===== config.mk =====
export PLATFORM = sky130hd
export DESIGN_NAME = bas_line
export DESIGN_NICKNAME = d
export VERILOG_FILES = /design/src/hw/rtl/bas_pkg.sv /design/src/hw/rtl/bas_line.sv
export SDC_FILE = /design/constraint.sdc
export NUM_CORES = 1
export LEC_CHECK = 0
export BUFFER_PORTS_ARGS = -buffer_cell sky130_fd_sc_hd__buf_2
export CAP_MARGIN = 10
export CORE_ASPECT_RATIO = 0.75
export CORE_MARGIN = 2
export CORE_UTILIZATION = 35
export DETAILED_ROUTE_END_ITERATION = 7
export PLACE_DENSITY_LB_ADDON = 0.2
export SKIP_CTS_REPAIR_TIMING = 1
export SYNTH_ARGS = -nofsm -noshare
export SYNTH_HDL_FRONTEND = slang
export SYNTH_SLANG_ARGS = --single-unit

===== constraint.sdc =====
create_clock -name i_clk -period 5.9 [get_ports i_clk]
set_input_delay 1.475 -clock i_clk [delete_from_list [all_inputs] [get_ports i_clk]]
set_output_delay 1.475 -clock i_clk [all_outputs]
set_load 0.1 [all_outputs]

===== src/hw/rtl/bas_pkg.sv =====
// ----------------------------------------------------------------------------
// bas_pkg
// Shared types and constants for the button activity statistics block.
// ----------------------------------------------------------------------------
package bas_pkg;

    localparam int MAX_LINES = 16;
    localparam int TIME_W    = 48;
    localparam int TICK_W    = 32;
    localparam int CNT_W     = 16;
    localparam int SEQ_W     = 32;
    localparam int IN_DATA_W  = 56;   // 54 field bits, zero filled to 7 bytes
    localparam int OUT_DATA_W = 296;  // 289 field bits, zero filled to 37 bytes

    localparam logic [CNT_W-1:0] CNT_SAT = 16'hFFFF;

    typedef enum logic [1:0] {
        OP_EVENT      = 2'd0,
        OP_CHECKPOINT = 2'd1,
        OP_RESET      = 2'd2,
        OP_ENTRY      = 2'd3
    } t_op;

    // Update controls for one line, valid in the cycle the request commits.
    typedef struct packed {
        logic              clear;     // session reset
        logic              add_time;  // add delta to held time
        logic              tick;      // count one held tick
        logic              press;     // count a press, record start time
        logic              rel;       // count a release, clear start time
        logic [TIME_W-1:0] delta;
        logic [TIME_W-1:0] now;
    } t_line_ctl;

    typedef struct packed {
        logic [CNT_W-1:0]  press_cnt;
        logic [CNT_W-1:0]  release_cnt;
        logic [TICK_W-1:0] held_ticks;
        logic [TIME_W-1:0] held_time;
        logic [TIME_W-1:0] press_start;
    } t_line_stat;

    typedef struct packed {
        logic [SEQ_W-1:0]     input_change_total;
        logic [SEQ_W-1:0]     entry_sequence;
        logic [TIME_W-1:0]    press_start_ms;
        logic [TIME_W-1:0]    held_time_ms;
        logic [TICK_W-1:0]    held_ticks;
        logic [CNT_W-1:0]     release_count;
        logic [CNT_W-1:0]     press_count;
        logic [MAX_LINES-1:0] newly_released;
        logic [MAX_LINES-1:0] newly_pressed;
        logic [MAX_LINES-1:0] state_after;
        logic [MAX_LINES-1:0] state_before;
        logic                 changed;
    } t_result;

endpackage


===== src/hw/rtl/bas_line.sv =====
// ----------------------------------------------------------------------------
// bas_line
// Statistics cell for one button line: counters, held time, press start.
// ----------------------------------------------------------------------------
module bas_line
    import bas_pkg::*;
(
    input  logic       i_clk,
    input  logic       i_rst_n,
    input  logic       i_en,
    input  t_line_ctl  i_ctl,
    output t_line_stat o_next
);

    t_line_stat r_stat;
    t_line_stat n_stat;

    always_comb begin
        n_stat = r_stat;
        if (i_ctl.clear) begin
            n_stat = '0;
        end else begin
            if (i_ctl.add_time) begin
                n_stat.held_time = r_stat.held_time + i_ctl.delta;
            end
            if (i_ctl.tick) begin
                n_stat.held_ticks = r_stat.held_ticks + TICK_W'(1);
            end
            if (i_ctl.press) begin
                if (r_stat.press_cnt != CNT_SAT) begin
                    n_stat.press_cnt = r_stat.press_cnt + CNT_W'(1);
                end
                n_stat.press_start = i_ctl.now;
            end
            if (i_ctl.rel) begin
                if (r_stat.release_cnt != CNT_SAT) begin
                    n_stat.release_cnt = r_stat.release_cnt + CNT_W'(1);
                end
                n_stat.press_start = '0;
            end
        end
    end

    always_ff @(posedge i_clk) begin
        if (!i_rst_n) begin
            r_stat <= '0;
        end else if (i_en) begin
            r_stat <= n_stat;
        end
    end

    // Post-update view, read by the result path in the commit cycle.
    assign o_next = n_stat;

endmodule


==> flow_metrics.tcl, run 1 <==
set metrics [dict create \
    status "completed" \
    yosysWarnings 0 \
    area_delta_synth_final_pct 23.9 \
    grt_overflow 0 \
    post-route-drc-count 0 \
    reg2reg_slack_ns 2.91 \
    swShare_pct 36.3 \
    dr.first_iter.drc_count 524 \
    fin_crit_ns 5.80 \
    clk_latency_ns 0.45 \
    io_pins 264 \
    rsz0062_at_grt "false" \
    fin_nets 1822 \
    critPathRequiredTime_ns 4.43 \
    worstHoldStart "r_stat[88]$_SDFFE_PN0P_" \
    critPathTopFamily "compound AO/OA/AOI/OAI gates" \
    num_rows 58 \
    cp_slowest_stage_delay_ns 0.40 \
    crit_buf_inv 3 \
    vias 11101 \
    ys_seq_area_share_pct 26.9 \
    synth_top_area_share_pct 26.9 \
    cts_made_buffers 17 \
    grt_max_degree 81 \
    finalCritPeriodShare_pct 98.3 \
    dp_hpwl_um 26900 \
    yosysUniqueCellTypes 76 \
    synth_seq_cells 160 \
    setup_violations 0 \
    hold_depth 2 \
    cpMaxStageDelayCell "a311o_2" \
    antenna_left 0 \
    synth.largest_area_cell "dfxtp_1" \
    syn_avg_cell_area_um2 8.25 \
    synthArstFlopShare_pct 0 \
    fin_skew_ns 0.0151 \
    r2r.worst_path.cells 10 \
    antenna_found_initial 1 \
    rr_endpoint "r_stat[95]$_SDFFE_PN0P_" \
    gp_congestion 0.871 \
    crit_arrival_ns 4.33 \
    netSwitchingPower_w 0.00113 \
    fp.dieH_um 164 \
    power.internal_w 0.00198 \
    slew_viol_final 0 \
    max_freq_mhz 172 \
    ir_drop_mv 0.173 \
    cts_tree "yes" \
    initial_utilization_pct 35.5 \
    layout-drive-gt1-share_pct 23.3 \
    path_class "in -> out" \
    syn_area_mm2 0.0119 \
    hp-class "reg -> reg" \
    worstReg2RegStart "r_stat[68]$_SDFFE_PN0P_" \
    drtPass1Iterations 6 \
    largestRegisters "r_stat: 160 flops" \
    powerDensity_mw_per_mm2 211 \
    wl_per_cell_um 17.3 \
    design_area_mm2 0.0147 \
    postSynthCellCount 1440 \
    clkPwrFrac_pct 37.8 \
    seq_area_mm2 0.00320 \
    core_mm2 0.0335 \
    path_clk_slew_ns 0.07 \
    viasPerCell 5.21 \
    drt_wl_total_um 36900 \
    pwr-share-comb_pct 26.4 \
    root_buffer "clkbuf_16" \
    startpoint_type "primary input" \
    synth.area.top_cells "dfxtp_1, mux2i_1, nor2b_1" \
    cts_buffer_depth 2 \
    hold_path_end "r_stat[88]$_SDFFE_PN0P_" \
    ys.flop_type "dfxtp_1" \
    synthTopCellsByCount "mux2i_1, nor2_1, dfxtp_1" \
    largest_register "r_stat" \
    grt_pass1_vias 10512 \
    multiInputGateArea_mm2 0.00823 \
    post-route-util_pct 44.0 \
    finalSetupTns_ns 0 \
    portBuffers 263 \
    p_leak_nw 6.61 \
    h-tree-depth 4 \
    die-area_mm2 0.0355 \
    hold_ws_ns 0.481 \
    syn_nets 1595 \
    die_w_um 217 \
    synth_enable_flop_cells 0 \
    synth_most_common_cell "mux2i_1" \
    critPathMaxFanout 4 \
    track_usage_pct 20.3 \
    drv_cap 0 \
    largest_reg_flops 160 \
    totalPowerFinal_w 0.00311 \
    clkSinkCount 160 \
    tightest_slew_ns 1.19 \
    cp_cell_sequence "buf_2 > ha_1 > fa_2 > a21oi_2 > o21bai_2 > a221oi_4 > a21oi_2 > a221oi_4 > buf_4 > o21ai_4 > a31oi_4 > nor4_1 > a311o_2 > buf_12" \
    sequentialPowerShare_pct 35.8 \
    fillers 3331 \
    hold_viol_final 0 \
    grt_pass1_wl_um 57300 \
    relSlewSlack_pct 20.6 \
    dpl-instance-area_mm2 0.0141 \
    endpoint_kind "primary output" \
]
## per-stage QoR
| stage | setup WS [ns] | cells |
|---|---|---|
| 2_1_floorplan | -0.111 | 1440 |
| 3_5_place_dp | 0.0310 | 2095 |
| 3_3_place_gp | 0.0694 | 2095 |
| 6_report | 0.0990 | 2131 |
| 5_1_grt | 0.00879 | 2131 |
| 4_1_cts | 0.00506 | 2127 |
## cell type report
type / instances / share of cell area, %
Antenna cell: 1 / 0.0170
Clock buffer: 18 / 2.98
Clock inverter: 14 / 1.13
Inverter: 27 / 0.688
Multi-Input combinational cell: 1160 / 55.9
Sequential cell: 160 / 21.8
Tap cell: 450 / 3.82
Timing Repair Buffer: 301 / 13.7
## layer usage
layer | up-vias | global-route usage [%] | share of wire (%)
met1 | 5291 | 29.0 | 51
met4 | 0 | 5.95 | 1.6
li1 | 5571 | - | -
met3 | 28 | 4.04 | 4.1
met5 | - | 0 | 0
met2 | 211 | 30.6 | 44
## worst max-delay path by stage
stage	to	from	cells past startpoint
floorplan	o_next[78]	i_ctl[48]	10
global placement	o_next[92]	i_ctl[48]	13
detailed placement	o_next[92]	i_ctl[48]	13
CTS	o_next[92]	i_ctl[48]	13
global route	o_next[92]	i_ctl[48]	14
finish	o_next[92]	i_ctl[48]	14
## cells in the final DEF (no fill, tap or decap), types with 5 or more instances in the layout
master and n:
a211oi_1 5, a211oi_2 7, a21o_1 29, a21oi_1 71
a22o_1 9, a22oi_1 14, a31oi_1 9, and2_1 8
and3_1 13, and4_1 8, buf_12 27, buf_2 233
buf_4 40, clkbuf_16 17, dfxtp_1 160, ha_1 50
inv_1 27, mux2i_1 202, nand2_1 74, nand3_1 30
nand4_1 36, nor2_1 170, nor2_2 11, nor2b_1 142
nor3_1 17, nor4_1 13, o211ai_1 7, o21a_1 5
o21ai_0 52, o21bai_1 10, or3_1 9, xnor2_1 39
xor2_1 51
## power groups by stage
stage | Sequential, W | Combinational (W) | Clock, W
2_1_floorplan | 0.00113 | 0.000607 | 0
3_3_place_gp | 0.00114 | 0.000815 | 0
3_5_place_dp | 0.00114 | 0.000819 | 0
4_1_cts | 0.00111 | 0.000821 | 0.00121
5_1_grt | 0.00111 | 0.000871 | 0.00126
6_report | 0.00111 | 0.000821 | 0.00117
## cell families after synthesis
kind of cell | count (synthesis) | share of synthesized area [%]
fa+ha+maj | 51 | 5.43
xor+xnor | 90 | 6.63
flops | 160 | 26.9
buf+inv | 120 | 4.31
compound gates | 266 | 15.9
simple gates | 551 | 23.7
mux | 202 | 17.0
## worst register-to-register path, stage by stage (launching register included)
cell and delay, ns:
dfxtp_1 0.34, ha_1 0.44, nand2_1 0.16, nor4_1 0.33, nand3_1 0.28, a31oi_1 0.33
o32ai_2 0.15, o21ai_2 0.18, mux2i_1 0.32, nor3b_1 0.25, o31a_1 0.16
No activity file was read; power rests on OpenSTA's default activity.
==> run 2, diff against run 1 <==
Settings changed: CORE_ASPECT_RATIO 0.75 to 2, RECOVER_POWER set to 50.
==> run 2 against run 1 <==
Critical path depth shrank 1. Flip-flop and latch count is the same. Critical endpoint unchanged. The run now ends with max-capacitance violations, max-slew violations left. Clock-buffer cell count shrank 1. First-iteration DRC count shrank 12%. Design area grew 0.84%. Utilization grew 0.28 points. Fmax shrank 0.67%.
==> flow_metrics.tcl, run 2 (synthesis results as in run 1) <==
set metrics [dict create \
    status "finished, violations left" \
    violations "max-capacitance violations, max-slew violations" \
    layout-drive-gt1-share_pct 24.1 \
    vias 11373 \
    grt_max_degree 100 \
    largest_register "r_stat" \
    setup_violations 0 \
    critPathLaunch "i_ctl[48]" \
    track_usage_pct 21.4 \
    mostFrequentLayoutCell "buf_2" \
    portBuffers 263 \
    swShare_pct 37.0 \
    netSwitchingPower_w 0.00113 \
    grt_pass1_vias 11452 \
    cp_slowest_stage_delay_ns 0.43 \
    h-tree-depth 4 \
    largestRegisters "r_stat: 160 flops" \
    drv_cap 2 \
    viasPerCell 5.33 \
    max_freq_mhz 171 \
    cpMaxStageDelayCell "fa_1" \
    tightest_slew_ns 3.42 \
    hp-class "reg -> reg" \
    gp_congestion 0.912 \
    core_mm2 0.0335 \
    rsz0062_at_grt "true" \
    sequentialPowerShare_pct 36.2 \
    cts_tree "yes" \
    dp_hpwl_um 28700 \
    initial_utilization_pct 35.5 \
    slew_viol_final 128 \
    mostFrequentLayoutCells "buf_2, mux2i_1, nor2_1" \
    powerDensity_mw_per_mm2 207 \
    fin_nets 1838 \
    worstReg2RegStart "r_stat[75]$_SDFFE_PN0P_" \
    fillers 3420 \
    totalPowerFinal_w 0.00307 \
    startpoint_type "primary input" \
    antenna_found_initial 0 \
    fp.dieH_um 265 \
    finalCritPeriodShare_pct 99.0 \
    num_rows 95 \
    path_clk_slew_ns 0.07 \
    pwr-share-comb_pct 27.3 \
    largest_reg_flops 160 \
    die-area_mm2 0.0355 \
    antenna_left 0 \
    clkPwrFrac_pct 36.5 \
    dpl-instance-area_mm2 0.0143 \
    cp_cell_sequence "buf_2 > ha_1 > fa_1 > a21oi_2 > o21bai_2 > a221oi_4 > a21oi_2 > a221oi_4 > o21ai_4 > a31oi_4 > nor4_1 > a311o_2 > buf_12" \
    crit_arrival_ns 4.37 \
    p_leak_nw 6.68 \
    power.internal_w 0.00194 \
    cts_made_buffers 17 \
    worstHoldStart "r_stat[88]$_SDFFE_PN0P_" \
    endpoint_kind "primary output" \
    wl_per_cell_um 18.0 \
    dr.first_iter.drc_count 460 \
    clk_latency_ns 0.45 \
    root_buffer "clkbuf_16" \
    final_cells 2132 \
    drt_wl_total_um 38300 \
    num_antenna_cells 0 \
    design_area_mm2 0.0148 \
    die_w_um 134 \
    critPathTopFamily "compound AO/OA/AOI/OAI gates" \
    area_delta_synth_final_pct 24.9 \
    grt_overflow 0 \
    cts_buffer_depth 2 \
    hold_viol_final 0 \
    drtPass1Iterations 5 \
    fin_crit_ns 5.84 \
    clkSinkCount 160 \
    path_class "in -> out" \
    critPathMaxFanout 4 \
    place_inst 2098 \
    relSlewSlack_pct -128 \
    fin_skew_ns 0.0126 \
    crit_buf_inv 2 \
    ir_drop_mv 0.210 \
    critPathRequiredTime_ns 4.43 \
    grt_pass1_wl_um 60000 \
    post-route-drc-count 0 \
    io_pins 264 \
]
run 2: routing by layer:
metal  GRT usage [%]  vias to the layer above  wire (µm)
li1                -                     5577          -
met1            20.6                     5341      13400
met2            41.2                      350      20900
met3            4.49                      105       1960
met4            11.7                        0       1960
met5               0                        -          0
run 2: path summary, 6_finish.rpt:
path,to,slack [ns],depth (start not counted)
max,o_next[92],0.06,13
min,r_stat[88]$_SDFFE_PN0P_,0.48,2
min reg2reg,r_stat[88]$_SDFFE_PN0P_,0.48,2
max reg2reg,r_stat[95]$_SDFFE_PN0P_,2.76,14
run 2: final cells by class:
type	count	area, µm²	area share, %
clock buffers	17	425	2.86
repair buffers	317	2180	14.7
well taps	436	546	3.67
flip-flops and latches	160	3200	21.6
inverters	27	101	0.683
clock inverters	15	149	1.00
multi-input cells	1160	8250	55.5
run 2: power groups by stage:
stage	Combinational, W	Clock, W	Sequential (W)
6_report	0.000840	0.00112	0.00111
5_1_grt	0.000890	0.00120	0.00111
4_1_cts	0.000838	0.00116	0.00111
3_5_place_dp	0.000836	0	0.00114
3_3_place_gp	0.000833	0	0.00114
2_1_floorplan	0.000607	0	0.00113
run 2: tightest hold or removal path, cell delays in order, from the launching register on:
cell and delay, ns:
dfxtp_1 0.33, nand2_1 0.06, o21ai_1 0.05
run 2: metrics by stage:
stage	setup TNS [ns]	hold slack (ns)	setup slack, ns	utilization, %
global placement	0	0.466	0.0625	42.5
floorplan	-0.111	0.447	-0.111	-
CTS	0	0.482	0.0524	44.3
detailed placement	0	0.471	0.0642	42.5
finish	0	0.479	0.0600	44.3
global route	-0.102	0.505	-0.0332	44.3
